--- config.mk ---
export PLATFORM = sky130hd
export DESIGN_NAME = varint_codec_32_64
export DESIGN_NICKNAME = d
export VERILOG_FILES = /design/src/rtl/vc_pkg.sv /design/src/rtl/vc_group_unit.sv /design/src/rtl/varint_codec_32_64.sv
export SDC_FILE = /design/constraint.sdc
export NUM_CORES = 1
export LEC_CHECK = 0
export BUFFER_PORTS_ARGS = -buffer_cell sky130_fd_sc_hd__clkbuf_2
export CORE_MARGIN = 3
export CORE_UTILIZATION = 60
export CTS_BUF_LIST = sky130_fd_sc_hd__clkbuf_16
export DETAILED_ROUTE_END_ITERATION = 6
export MAX_ROUTING_LAYER = met4
export PLACE_DENSITY = 0.91
export SLEW_MARGIN = 0
export SYNTH_ARGS = -nofsm -noshare
export SYNTH_HDL_FRONTEND = slang
export SYNTH_SLANG_ARGS = --single-unit
--- constraint.sdc ---
create_clock -name clock -period 7.55 [get_ports clock]
set_clock_uncertainty 0.2 [all_clocks]
set_input_delay 0.755 -clock clock [delete_from_list [all_inputs] [get_ports clock]]
set_output_delay 0.755 -clock clock [all_outputs]
set_load 0.1 [all_outputs]
--- src/rtl/vc_pkg.sv ---
// Shared types and constants of the varint codec.
package vc_pkg;

   // Operating mode carried with each input transaction
   typedef enum logic [1:0] {
      MODE_ENC32 = 2'd0,
      MODE_ENC64 = 2'd1,
      MODE_DEC32 = 2'd2,
      MODE_DEC64 = 2'd3
   } mode_type;

   // Result kind carried on rsp_tuser
   localparam logic [1:0] KIND_BYTE  = 2'd0;
   localparam logic [1:0] KIND_VALUE = 2'd1;
   localparam logic [1:0] KIND_ERROR = 2'd2;

   // Error codes
   localparam logic [1:0] ERR_NONE     = 2'd0;
   localparam logic [1:0] ERR_ENDED    = 2'd1;
   localparam logic [1:0] ERR_TOO_LONG = 2'd2;

   // Group limits per width
   localparam logic [3:0] GROUPS_32 = 4'd5;
   localparam logic [3:0] GROUPS_64 = 4'd10;

   // One encode step of the group unit
   typedef struct packed {
      logic [7:0] out_byte;
      logic       last;
   } enc_out_type;

endpackage

--- src/rtl/vc_group_unit.sv ---
// Shared 7-bit group unit: splits one group off for encode, inserts one for decode.
module vc_group_unit
   import vc_pkg::*;
(
   input  logic [63:0] enc_word,
   input  logic [63:0] acc,
   input  logic [3:0]  grp_idx,
   input  logic [7:0]  in_byte,
   output enc_out_type enc_out,
   output logic [63:0] enc_word_next,
   output logic [63:0] dec_acc
);

   logic        more;
   logic [6:0]  shamt;
   logic [63:0] ins;

   // Encode: low group out, continuation when higher bits remain
   always_comb begin
      more                 = |enc_word[63:7];
      enc_out.out_byte     = {more, enc_word[6:0]};
      enc_out.last         = !more;
      enc_word_next        = {7'd0, enc_word[63:7]};
   end

   // Decode: place the group at 7 * index, drop bits above 63
   always_comb begin
      shamt   = {grp_idx, 3'd0} - {3'd0, grp_idx};
      ins     = {57'd0, in_byte[6:0]} << shamt[5:0];
      dec_acc = (grp_idx < GROUPS_64) ? (acc | ins) : acc;
   end

endmodule

--- src/rtl/varint_codec_32_64.sv ---
// Top level of the LEB128 varint codec for 32-bit and 64-bit values.
//
//  channel | dir | tdata                                  | tuser            | tlast
//  req_    | in  | [63:0] value, [71:64] in_byte          | [1:0] mode,      | -
//          |     |                                        | [2] data_end     |
//  rsp_    | out | [7:0] out_byte, [71:8] out_value,      | [1:0] kind       | last
//          |     | [73:72] error_code, [79:74] zero       |                  |
//
// Decode takes one byte per cycle while the output is free; the result lands in the output register.
// Encode gives n output bytes (1..5 or 1..10): it first loads the work register,
// then emits one byte per free output slot through the shared group unit.
// An output stall holds the sequencer; req_tready is low while encoding.
// Synchronous reset clears the sequencer state, the decode state and the output valid.
module varint_codec_32_64
   import vc_pkg::*;
(
   input  logic        clock,
   input  logic        reset,
   input  logic        req_tvalid,
   output logic        req_tready,
   input  logic [71:0] req_tdata,   // [63:0] value, [71:64] in_byte
   input  logic [2:0]  req_tuser,   // [1:0] mode, [2] data_end
   output logic        rsp_tvalid,
   input  logic        rsp_tready,
   output logic [79:0] rsp_tdata,   // [7:0] out_byte, [71:8] out_value, [73:72] error_code
   output logic [1:0]  rsp_tuser,   // [1:0] kind
   output logic        rsp_tlast
);

   typedef enum logic {
      ST_IDLE,
      ST_ENCODE
   } state_type;

   state_type   state_ff, state_in;
   logic [63:0] enc_word_ff, enc_word_in;
   logic [63:0] acc_ff, acc_in;
   logic [3:0]  gc_ff, gc_in;
   logic        rsp_valid_ff, rsp_valid_in;
   logic [1:0]  rsp_kind_ff, rsp_kind_in;
   logic [7:0]  rsp_byte_ff, rsp_byte_in;
   logic [63:0] rsp_value_ff, rsp_value_in;
   logic [1:0]  rsp_err_ff, rsp_err_in;
   logic        rsp_last_ff, rsp_last_in;

   mode_type    mode;
   logic [63:0] value;
   logic [7:0]  in_byte;
   logic        data_end;
   logic        is_decode;
   logic        wide;
   logic        rsp_free;
   logic        accept;
   logic [3:0]  gc_next;
   logic [3:0]  limit;

   enc_out_type enc_out;
   logic [63:0] enc_word_next;
   logic [63:0] dec_acc;

   // Unpack the request
   assign value     = req_tdata[63:0];
   assign in_byte   = req_tdata[71:64];
   assign mode      = mode_type'(req_tuser[1:0]);
   assign data_end  = req_tuser[2];
   assign is_decode = (mode == MODE_DEC32) || (mode == MODE_DEC64);
   assign wide      = (mode == MODE_ENC64) || (mode == MODE_DEC64);

   assign rsp_free   = !rsp_valid_ff || rsp_tready;
   assign req_tready = (state_ff == ST_IDLE) && rsp_free;
   assign accept     = req_tvalid && req_tready;
   assign gc_next    = gc_ff + 4'd1;
   assign limit      = wide ? GROUPS_64 : GROUPS_32;

   vc_group_unit u_group (
      .enc_word      (enc_word_ff),
      .acc           (acc_ff),
      .grp_idx       (gc_ff),
      .in_byte       (in_byte),
      .enc_out       (enc_out),
      .enc_word_next (enc_word_next),
      .dec_acc       (dec_acc)
   );

   // Sequencer next state
   always_comb begin
      state_in     = state_ff;
      enc_word_in  = enc_word_ff;
      acc_in       = acc_ff;
      gc_in        = gc_ff;
      rsp_valid_in = rsp_valid_ff;
      rsp_kind_in  = rsp_kind_ff;
      rsp_byte_in  = rsp_byte_ff;
      rsp_value_in = rsp_value_ff;
      rsp_err_in   = rsp_err_ff;
      rsp_last_in  = rsp_last_ff;

      // Drop the output once the transaction completes
      if (rsp_valid_ff && rsp_tready) begin
         rsp_valid_in = 1'b0;
      end

      unique case (state_ff)
         ST_IDLE: begin
            if (accept && !is_decode) begin
               // Load the value to encode
               enc_word_in = wide ? value : {32'd0, value[31:0]};
               state_in    = ST_ENCODE;
            end else if (accept) begin
               rsp_kind_in  = KIND_ERROR;
               rsp_byte_in  = 8'd0;
               rsp_value_in = 64'd0;
               rsp_err_in   = ERR_NONE;
               rsp_last_in  = 1'b1;
               priority if (data_end) begin
                  // End of data: error only inside a varint
                  if (gc_ff != 4'd0) begin
                     rsp_valid_in = 1'b1;
                     rsp_err_in   = ERR_ENDED;
                     acc_in       = 64'd0;
                     gc_in        = 4'd0;
                  end
               end else if (!in_byte[7]) begin
                  // Final group: emit the value
                  rsp_valid_in = 1'b1;
                  rsp_kind_in  = KIND_VALUE;
                  rsp_value_in = wide ? dec_acc : {32'd0, dec_acc[31:0]};
                  acc_in       = 64'd0;
                  gc_in        = 4'd0;
               end else if (gc_next >= limit) begin
                  // Continuation past the limit
                  rsp_valid_in = 1'b1;
                  rsp_err_in   = ERR_TOO_LONG;
                  acc_in       = 64'd0;
                  gc_in        = 4'd0;
               end else begin
                  acc_in = dec_acc;
                  gc_in  = gc_next;
               end
            end
         end
         ST_ENCODE: begin
            // Emit one byte per free output slot
            if (rsp_free) begin
               rsp_valid_in = 1'b1;
               rsp_kind_in  = KIND_BYTE;
               rsp_byte_in  = enc_out.out_byte;
               rsp_value_in = 64'd0;
               rsp_err_in   = ERR_NONE;
               rsp_last_in  = enc_out.last;
               enc_word_in  = enc_word_next;
               if (enc_out.last) begin
                  state_in = ST_IDLE;
               end
            end
         end
         default: begin
            state_in = ST_IDLE;
         end
      endcase
   end

   // State and registered outputs
   always_ff @(posedge clock) begin
      enc_word_ff  <= enc_word_in;
      rsp_kind_ff  <= rsp_kind_in;
      rsp_byte_ff  <= rsp_byte_in;
      rsp_value_ff <= rsp_value_in;
      rsp_err_ff   <= rsp_err_in;
      rsp_last_ff  <= rsp_last_in;
      if (reset) begin
         state_ff     <= ST_IDLE;
         acc_ff       <= 64'd0;
         gc_ff        <= 4'd0;
         rsp_valid_ff <= 1'b0;
      end else begin
         state_ff     <= state_in;
         acc_ff       <= acc_in;
         gc_ff        <= gc_in;
         rsp_valid_ff <= rsp_valid_in;
      end
   end

   assign rsp_tvalid = rsp_valid_ff;
   assign rsp_tdata  = {6'd0, rsp_err_ff, rsp_value_ff, rsp_byte_ff};
   assign rsp_tuser  = rsp_kind_ff;
   assign rsp_tlast  = rsp_last_ff;

endmodule

==> summary.md, run 1 <==
| Metric | Value |
|---|---|
| Yosys top cell area share | 46.2% |
| Max clock buf depth | 3 |
| Final HPWL DP | 14400 um |
| Top cells by area, synth | edfxtp_1 (46%), dfxtp_1 (15%), nor2_1 (5.0%), a21oi_1 (4.8%), mux2_2 (3.9%) |
| Worst path depth | 9 |
| # DRC | 0 |
| Die ar. | 0.0168 mm^2 |
| Most frequent cells in the layout | clkbuf_2 (157), edfxtp_1 (141), nor2_1 (120) |
| Max cap viols | 0 |
| Io pins | 164 |
| FF-to-FF Start | gc_ff[0] |
| Seq cells post-synth | 211 |
| CTS tree | done |
| Post-CTS Resized | 0 |
| Hold path depth | 1 |
| First DRT Iteration DRCs | 980 |
| Fin crit share | 53.0% |
| Post CTS Setup Buffer Count | 0 |
| Largest net degree at the start of global routing | 76 |
| Final worst setup slack | 3.55 ns |
| DR WL/cell | 19.8 um |
| Post-synth EDFFs | 141 |
| Met1 Usage GRT | 34.2% |
| R2R setup slack | 3.55 ns |
| Hold_sp | acc_ff[15] |
| Critical Path AT | 4.20 ns |
| Worst Setup SP | gc_ff[0] |
| Slew @ Worst Pin | 1.23 ns |
| Rows | 44 |
| Final Hold Fails | 0 |
| Critical-path top delay cell | dfxtp_1 |
| Via-to-Cell Ratio | 6.19 |
| Cts hold-fix bufs | 0 |
| Grt ovf | 0 |
| Antenna cells | 0 |
| Vias in the first global route | 6599 |
| Max Clk Rate | 0.250 GHz |
| Most common cell after layout, fill and taps aside | clkbuf_2 |
| Unrepaired setup endpoints after global routing | false |
| Initial Utilization | 62.1% |
| Placed cell count | 1073 |
| Antenna violations before repair | 0 |
| Setup violators final | 0 |
| Post-synth ARST share | 0% |
| Post-Syn Area per Cell | 11.8 um^2 |
| Cell area after synthesis | 0.00916 mm^2 |
| Cells on worst reg2reg path | 9 |
| Nature of the critical path endpoint | flip-flop |
| Post-route insts no fill | 1111 |
| H-tree levels | 1 |
| Main synth FF type | edfxtp_1 |
| Setup Crit Path Kind | reg2reg |
| Pre-CTS setup slack | 3.68 ns |
| Met2 Use GR | 40.8% |
| Vias | 6873 |
| Critical path required time | 7.75 ns |
| GRT met3 Usage | 4.91% |
| Layout cells sized above 1 | 27.1% |
| Post-synthesis cell type count | 62 |
| Gr usage total | 25.9% |
| Layout Nets | 995 |
| Min cycle time layout | 4.00 ns |
| DIE HEIGHT | 130 um |
| Post-DRT Antenna Nets | 0 |
| CTS sink cnt | 211 |
| Register area share after synthesis | 61.6% |
| Crit-path max FO | 24 |
| Clock Latency Late Sink | 0.50 ns |
| Syn Inst Count | 778 |
| Leak | 0.00399 uW |
| Pins Over Slew Limit | 0 |
| Most used cell, CP | nand3b_1 |
| Wirelength, routed | 22000 um |
| Buffers plus inverters on the worst setup path | 2 |
| DRT Pass-1 Iters | 6 |
| Setup TNS | 0 ns |
| HP Class | reg2reg |
| Slew HR | 17.8% |
| First-pass GRT wire length | 33300 um |
| Startpoint Class | flip-flop |
| Root Buffer | clkbuf_16 |
| Maximum VDD drop | 0.288 mV |
| P per Cell Area | 270 mW/mm^2 |
| Die W | 130 um |
| Top Family by Delay on Critical Path | compound AO/OA/AOI/OAI gates |
| GPL Wtd Cong | 0.919 |
| IO buf count | 157 |
| Ys Warns | 0 |
| CTS Buf Count | 21 |
| Worst stage delay on the critical path | 0.76 ns |
| Crit-path cells | inv_2 -> ha_1 -> nor3b_4 -> a2111oi_4 -> buf_4 -> nand3b_1 -> a21oi_2 -> nand3b_1 -> o32ai_1 |
| Layout area overhead | 16.3% |
| Filler instances | 967 |
| Status | finished, final reports clean |
| Most Used Layer, Global Route | met2 |
| Leading area contributor after synthesis | edfxtp_1 |
| Core region area | 0.0148 mm^2 |
| Clock transition at the registers of the reported paths | 0.06 ns |
==> metal layers <==
layer	wire length [um]	share of wire, %
met1	8740	40
met5	0	0
met4	704	3.2
met2	10400	47
met3	2130	9.7
==> cells in the mapped netlist, types with 2 or more instances <==
| master | n |
|---|---|
| edfxtp_1 | 141 |
| nor2_1 | 123 |
| a21oi_1 | 87 |
| dfxtp_1 | 70 |
| mux2_2 | 32 |
| clkbuf_1 | 29 |
| a22o_1 | 28 |
| nand2_1 | 24 |
| and2_1 | 18 |
| mux2i_1 | 16 |
| nor3_1 | 16 |
| a31oi_1 | 15 |
| buf_2 | 14 |
| nor4_1 | 13 |
| o21a_1 | 13 |
| inv_1 | 10 |
| nand3_1 | 9 |
| buf_4 | 8 |
| o2bb2ai_2 | 8 |
| nor2b_1 | 7 |
| a211oi_1 | 6 |
| nand4_1 | 6 |
| nand3b_1 | 5 |
| o21ai_0 | 5 |
| o21ai_1 | 5 |
| o22ai_1 | 5 |
| a32o_1 | 4 |
| ha_1 | 4 |
| o2bb2ai_1 | 4 |
| a21o_1 | 3 |
| a21oi_2 | 3 |
| and3_1 | 3 |
| buf_6 | 3 |
| nand2b_1 | 3 |
| nor3b_1 | 3 |
| or3_1 | 3 |
| xnor2_1 | 3 |
| a22oi_1 | 2 |
| nor3b_2 | 2 |
| o221ai_1 | 2 |
| xor2_1 | 2 |
==> state kept, by name, summed over array words and instances, names as in the netlist <==
name          flops
rsp_tlast         1
rsp_tvalid        1
acc_ff           64
state_ff          1
rsp_byte_ff       8
rsp_value_ff     64
rsp_err_ff        2
rsp_tuser         2
enc_word_ff      64
gc_ff             4
==> power by group <==
group	total (uW)	internal [uW]	switching [uW]
Sequential	1350	1320	32.3
Combinational	483	86.7	397
Clock	1040	611	425
==> cells by family after synthesis <==
kind of cell | after synthesis | synth area share (%)
mux | 49 | 5.93
compound gates | 199 | 15.0
buf+inv | 66 | 3.47
simple gates | 242 | 12.8
other cells | 1 | 0.0410
xor+xnor | 6 | 0.656
fa+ha+maj | 4 | 0.547
flops | 211 | 61.6
==> per-stage QoR <==
stage                     cell area (um^2)  power [uW]  hold WS, ns  util, %
after floorplan                       9170        1760        0.233        -
after global placement                9970        1850        0.246     67.5
after detailed placement              9970        1860        0.247     67.5
after CTS                            10600        2870        0.265     72.2
after global routing                 10600        2950        0.288     72.2
final                                10600        2870        0.267     72.2
==> final cells by class <==
| cell class | instances | area (um^2) | area share [%] |
|---|---|---|---|
| sequential | 211 | 5640 | 52.9 |
| tap | 184 | 230 | 2.16 |
| timing repair buffer | 161 | 816 | 7.66 |
| multi-input combinational | 506 | 3240 | 30.4 |
| clock buffer | 21 | 526 | 4.93 |
| inverter | 11 | 41.3 | 0.388 |
| clock inverter | 17 | 158 | 1.48 |
==> worst paths after layout <==
check | end
worst max-delay path | acc_ff[22]
worst min register to register | acc_ff[15]
worst min-delay path | acc_ff[15]
worst max register to register | acc_ff[22]
Power figures use the tool's default switching activity.
==> run 2, diff against run 1 <==
--- a/config.mk
+++ b/config.mk
@@ -7,11 +7,11 @@
 export LEC_CHECK = 0
 export BUFFER_PORTS_ARGS = -buffer_cell sky130_fd_sc_hd__clkbuf_2
 export CORE_MARGIN = 3
-export CORE_UTILIZATION = 60
+export CORE_UTILIZATION = 56
 export CTS_BUF_LIST = sky130_fd_sc_hd__clkbuf_16
 export DETAILED_ROUTE_END_ITERATION = 6
 export MAX_ROUTING_LAYER = met4
-export PLACE_DENSITY = 0.91
+export PLACE_DENSITY = 0.86
 export SLEW_MARGIN = 0
 export SYNTH_ARGS = -nofsm -noshare
 export SYNTH_HDL_FRONTEND = slang
==> constraint.sdc (replaced) <==
create_clock -name clock -period 4.13 [get_ports clock]
set_clock_uncertainty 0.2 [all_clocks]
set_input_delay 0.413 -clock clock [delete_from_list [all_inputs] [get_ports clock]]
set_output_delay 0.413 -clock clock [all_outputs]
set_load 0.1 [all_outputs]
==> summary.md, run 2 (synthesized netlist as in run 1, its figures left out) <==
| Metric | Value |
|---|---|
| Status | finished, final reports clean |
| Maximum VDD drop | 0.455 mV (+58%) |
| Vias in the first global route | 6646 (+0.71%) |
| CTS tree | done |
| Root Buffer | clkbuf_16 |
| CTS sink cnt | 211 (unchanged) |
| DR WL/cell | 18.9 um (-4.4%) |
| GPL Wtd Cong | 0.959 (+4.4%) |
| Max clock buf depth | 3 (unchanged) |
| Setup TNS | 0 ns (unchanged) |
| Nature of the critical path endpoint | flip-flop |
| Worst stage delay on the critical path | 0.81 ns (+0.05 ns) |
| Placed cell count | 1123 (+4.7%) |
| Layout cells sized above 1 | 28.2% (+1.1 points) |
| Final HPWL DP | 15200 um (+5.4%) |
| Grt ovf | 0 (unchanged) |
| Rows | 46 (+4.5%) |
| Critical-path top delay cell | nor2_1 |
| Filler instances | 1108 (+15%) |
| Die ar. | 0.0179 mm^2 (+6.8%) |
| Antenna cells | 0 (unchanged) |
| Clock Latency Late Sink | 0.50 ns (about the same) |
| Min cycle time layout | 3.49 ns (-0.507 ns) |
| Clock Power Share | 35.3% (-0.7 points) |
| Wirelength, routed | 22500 um (+2.6%) |
| Slew HR | 25.2% (+7.4 points) |
| Switching Fraction | 30.4% (+0.69 points) |
| Core region area | 0.0159 mm^2 (+8.1%) |
| Pins Over Slew Limit | 0 (unchanged) |
| Layout area overhead | 21.4% |
| Post-DRT Antenna Nets | 0 (unchanged) |
| Final Hold Fails | 0 (unchanged) |
| Initial Utilization | 57.4% (-4.6 points) |
| Max cap viols | 0 (unchanged) |
| Vias | 6906 (+0.48%) |
| Reg power frac | 47.2% (about the same) |
| # DRC | 0 (unchanged) |
| Crit-path cells | inv_1 -> ha_1 -> nor2b_1 -> o21ai_0 -> and2_1 -> nor2_1 -> nand3b_1 -> o32ai_1 |
| Internal | 3650 uW (+81%) |
| Via-to-Cell Ratio | 5.79 (-6.3%) |
| Layout Nets | 1043 (+4.8%) |
| Slew @ Worst Pin | 1.12 ns (-0.113 ns) |
| First DRT Iteration DRCs | 693 (-29%) |
| DIE HEIGHT | 134 um (+3.3%) |
| Critical Path AT | 3.70 ns (-0.50 ns) |
| Fin crit share | 84.5% (+32 points) |
| Antenna violations before repair | 0 (unchanged) |
| Unrepaired setup endpoints after global routing | false |
| Startpoint Class | flip-flop |
| Clock transition at the registers of the reported paths | 0.06 ns (about the same) |
| Gr usage total | 25.3% (-0.62 points) |
| H-tree levels | 1 (unchanged) |
| Max Clk Rate | 0.286 GHz (+15%) |
| HP Class | in2reg |
| Setup violators final | 0 (unchanged) |
| Leak | 0.00420 uW (+5.2%) |
| IO buf count | 157 (unchanged) |
| DRT Pass-1 Iters | 5 (-1) |
| First-pass GRT wire length | 35100 um (+5.4%) |
| Most common cell after layout, fill and taps aside | clkbuf_2 |
| Crit-path max FO | 17 (-29%) |
| CTS Buf Count | 22 (+4.8%) |
| Io pins | 164 (unchanged) |
| Top Family by Delay on Critical Path | simple AND/OR/NAND/NOR gates |
| Setup Crit Path Kind | reg2reg |
| Post-route insts no fill | 1192 (+7.3%) |
| Largest net degree at the start of global routing | 76 (unchanged) |
| NetSw | 1600 uW (+87%) |
| Die W | 134 um (+3.3%) |
| Critical path required time | 4.34 ns (-3.41 ns) |
| Post-CTS Resized | 0 (unchanged) |
| Proportion of power drawn by combinational gates | 17.6% (+0.8 points) |
| Top Registers | acc_ff: 64 flops, enc_word_ff: 64 flops, rsp_value_ff: 64 flops |
| P per Cell Area | 472 mW/mm^2 (+75%) |
| Most frequent cells in the layout | clkbuf_2 (157), edfxtp_1 (141), nor2_1 (120) |
| Buffers plus inverters on the worst setup path | 1 (-1) |
## run 2: layer usage
metal	track usage, %	wire [um]	vias up	part of all wire [%]
li1	-	-	3243	-
met1	33.8	9290	3268	41
met2	40.1	10800	345	48
met3	4.31	1740	50	7.7
met4	8.06	680	0	3.0
met5	-	0	-	0
## run 2: layout make-up
| cell class | count | area (um^2) | share of cell area, % |
|---|---|---|---|
| clock inverters | 18 | 136 | 1.23 |
| inverters | 11 | 41.3 | 0.371 |
| well taps | 216 | 270 | 2.43 |
| repair buffers | 208 | 1240 | 11.2 |
| multi-input cells | 506 | 3240 | 29.2 |
| flip-flops and latches | 211 | 5640 | 50.7 |
| clock buffers | 22 | 551 | 4.95 |
## run 2: repair_timing
item / in CTS / in global routing
setup buffers: 0 / 0
hold buffers: 29 / 0
hold endpoints to repair: 29 / 0
## run 2: stage by stage
| step | setup slack, ns | hold WS [ns] | instance area [um^2] | total power, uW | util, % |
|---|---|---|---|---|---|
| 2_1_floorplan | 0.435 | 0.233 | 9180 | 3220 | - |
| 3_3_place_gp | 0.910 | 0.245 | 10100 | 3400 | 63.6 |
| 3_5_place_dp | 0.736 | 0.256 | 10100 | 3410 | 63.6 |
| 4_1_cts | 0.700 | 0.000191 | 11100 | 5280 | 69.7 |
| 5_1_grt | 0.377 | 0.00414 | 11100 | 5410 | 69.7 |
| 6_report | 0.638 | 0.0163 | 11100 | 5250 | 69.7 |
## run 2: worst paths after layout
| check | cells past startpoint | from | to | slack, ns |
|---|---|---|---|---|
| max | 8 | gc_ff[3] | acc_ff[22] | 0.64 |
| min | 2 | req_tdata[24] | enc_word_ff[24] | 0.02 |
| min reg2reg | 2 | acc_ff[10] | acc_ff[10] | 0.27 |
| max reg2reg | 8 | gc_ff[3] | acc_ff[22] | 0.64 |
## run 2: power by group through the flow
stage	logic [uW]	clock network, uW	registers (uW)
after global placement	884	0	2510
after floorplan	279	0	2940
after CTS	918	1880	2470
after detailed placement	892	0	2520
after global routing	962	1960	2480
final	921	1850	2470
==> run 3, diff against run 2 <==
--- a/config.mk
+++ b/config.mk
@@ -7,11 +7,11 @@
 export LEC_CHECK = 0
 export BUFFER_PORTS_ARGS = -buffer_cell sky130_fd_sc_hd__clkbuf_2
 export CORE_MARGIN = 3
-export CORE_UTILIZATION = 56
+export CORE_UTILIZATION = 50
 export CTS_BUF_LIST = sky130_fd_sc_hd__clkbuf_16
 export DETAILED_ROUTE_END_ITERATION = 6
 export MAX_ROUTING_LAYER = met4
-export PLACE_DENSITY = 0.86
+export PLACE_DENSITY = 0.82
 export SLEW_MARGIN = 0
 export SYNTH_ARGS = -nofsm -noshare
 export SYNTH_HDL_FRONTEND = slang
==> constraint.sdc (replaced) <==
create_clock -name clock -period 3.13 [get_ports clock]
set_clock_uncertainty 0.2 [all_clocks]
set_input_delay 0.313 -clock clock [delete_from_list [all_inputs] [get_ports clock]]
set_output_delay 0.313 -clock clock [all_outputs]
set_load 0.1 [all_outputs]
==> summary.md, run 3 (synthesized netlist as in run 1, its figures left out) <==
| Metric | Value |
|---|---|
| Status | finished, final reports clean |
| FF-to-FF Start | gc_ff[3] |
| Layout cells sized above 1 | 27.8% (-0.39 points) |
| Pre-CTS setup slack | 0.138 ns (-0.597 ns) |
| Setup Crit Path Kind | reg2reg |
| Maximum VDD drop | 0.510 mV (+12%) |
| Via-to-Cell Ratio | 5.81 (+0.30%) |
| Rows | 48 (+4.3%) |
| Max cap viols | 0 (unchanged) |
| IO buf count | 157 (unchanged) |
| Max Clk Rate | 0.337 GHz (+18%) |
| Core region area | 0.0176 mm^2 (+10%) |
| Clock Latency Late Sink | 0.51 ns (about the same) |
| H-tree levels | 1 (unchanged) |
| Unrepaired setup endpoints after global routing | false |
| Vias | 7246 (+4.9%) |
| Max clock buf depth | 3 (unchanged) |
| Critical path required time | 3.30 ns (-1.04 ns) |
| Cells on worst reg2reg path | 7 (-1) |
| Clock Power Share | 37.9% (+2.6 points) |
| Reg power frac | 44.7% (-2.5 points) |
| Most common cell after layout, fill and taps aside | clkbuf_2 |
| Antenna cells | 0 (unchanged) |
| Layout area overhead | 27.5% |
| First DRT Iteration DRCs | 642 (-7.4%) |
| Setup TNS | 0 ns (unchanged) |
| Crit-path max FO | 8 (-9) |
| CTS tree | done |
| Setup violators final | 0 (unchanged) |
| Nature of the critical path endpoint | flip-flop |
| Leak | 0.00444 uW (+5.7%) |
| Startpoint Class | flip-flop |
| DIE HEIGHT | 141 um (+5.6%) |
| Largest net degree at the start of global routing | 67 (-12%) |
| First-pass GRT wire length | 39100 um (+12%) |
| Proportion of power drawn by combinational gates | 17.4% (-0.2 points) |
| # DRC | 0 (unchanged) |
| Pins Over Slew Limit | 0 (unchanged) |
| Post-DRT Antenna Nets | 0 (unchanged) |
| Gr usage total | 25.4% (+0.083 points) |
| P per Cell Area | 627 mW/mm^2 (+33%) |
| Final worst setup slack | 0.161 ns (-0.477 ns) |
| DR WL/cell | 20.0 um (+5.9%) |
| Top Registers | acc_ff: 64 flops, enc_word_ff: 64 flops, rsp_value_ff: 64 flops |
| DRT Pass-1 Iters | 7 (+2) |
| Die W | 141 um (+5.6%) |
| Worst R2R End | rsp_value_ff[29] |
| CTS Buf Count | 23 (+4.5%) |
| CTS sink cnt | 211 (unchanged) |
| Root Buffer | clkbuf_16 |
| Antenna violations before repair | 0 (unchanged) |
| Hold Slack | 0.0554 ns (+0.0391 ns) |
| Placed cell count | 1138 (+1.3%) |
| Vias in the first global route | 7378 (+11%) |
| Critical Path AT | 3.14 ns (-0.56 ns) |
| WHS Endpoint | rsp_tuser[1] |
| Post-route insts no fill | 1247 (+4.6%) |
| Final Hold Fails | 0 (unchanged) |
| Internal | 5150 uW (+41%) |
| Io pins | 164 (unchanged) |
| GPL Wtd Cong | 0.968 (+0.92%) |
| HP Class | in2reg |
| Wirelength, routed | 25000 um (+11%) |
| Hold path depth | 3 (+1) |
| Die ar. | 0.0200 mm^2 (+11%) |
| Switching Fraction | 29.6% (-0.78 points) |
| Layout Nets | 1088 (+4.3%) |
| Hold_sp | req_tuser[2] |
| Clock transition at the registers of the reported paths | 0.06 ns (about the same) |
| Most frequent cells in the layout | clkbuf_2 (157), edfxtp_1 (141), nor2_1 (119) |
| Grt ovf | 0 (unchanged) |
| R2R setup slack | 0.16 ns (-0.48 ns) |
| Final HPWL DP | 15300 um (+0.58%) |
| Initial Utilization | 52.0% (-5.4 points) |
| Min cycle time layout | 2.97 ns (-0.523 ns) |
| NetSw | 2170 uW (+36%) |
| Slew @ Worst Pin | 1.19 ns (+0.0731 ns) |
| Slew HR | 20.3% (-4.9 points) |
| Fin crit share | 94.8% (+10 points) |
==> run 3: power groups by stage <==
stage	clock [uW]	sequential (uW)	combinational, uW
2_1_floorplan	0	3870	372
3_3_place_gp	0	3320	1170
3_5_place_dp	0	3320	1180
4_1_cts	2790	3270	1260
5_1_grt	2930	3290	1330
6_report	2770	3270	1280
==> run 3: per-stage QoR <==
stage          power, uW  instance area [um^2]  util [%]
3_3_place_gp        4490                 10200      58.0
3_5_place_dp        4510                 10200      58.0
2_1_floorplan       4240                  9190         -
4_1_cts             7310                 11700      66.3
6_report            7320                 11700      66.3
5_1_grt             7550                 11700      66.3
==> run 3: worst max-delay path: stages (launching register included) <==
cell and delay (ns):
dfxtp_1 0.48, inv_1 0.16, ha_1 0.47, xor2_2 0.44, a21oi_1 0.08, a21oi_1 0.73, a21oi_1 0.16, nor2_1 0.12
==> run 3: worst max path at each step <==
| stage | startpoint | end | slack [ns] | cells past startpoint |
|---|---|---|---|---|
| finish | gc_ff[3] | rsp_value_ff[29] | 0.16 | 7 |
| global route | gc_ff[3] | rsp_value_ff[29] | 0.04 | 7 |
| CTS | gc_ff[3] | rsp_value_ff[41] | 0.14 | 6 |
| detailed placement | gc_ff[3] | acc_ff[6] | 0.14 | 8 |
| global placement | gc_ff[3] | acc_ff[0] | 0.22 | 8 |
| floorplan | rsp_tvalid | gc_ff[3] | 0.01 | 6 |
==> run 3: layout make-up <==
| cell class | count | area, um^2 |
|---|---|---|
| fill | 1193 | 5920 |
| multi-input combinational | 506 | 3260 |
| clock buffer | 23 | 576 |
| tap | 225 | 282 |
| sequential | 211 | 5640 |
| inverter | 11 | 41.3 |
| clock inverter | 19 | 200 |
| timing repair buffer | 252 | 1680 |
==> run 3: timing repair <==
action                                 in CTS  in global routing
hold buffers                               67                  0
resized for setup                           0                  3
setup endpoints to repair                   0                 12
endpoints found under the hold margin      66                  0
buffers inserted                            0                  0
==> run 3: layer usage <==
metal,up-vias,share of wire (%),track usage (%)
li1,3335,-,-
met1,3468,39,30.7
met2,366,49,41.8
met3,77,8.4,5.36
met4,0,3.9,10.2
met5,-,0,-
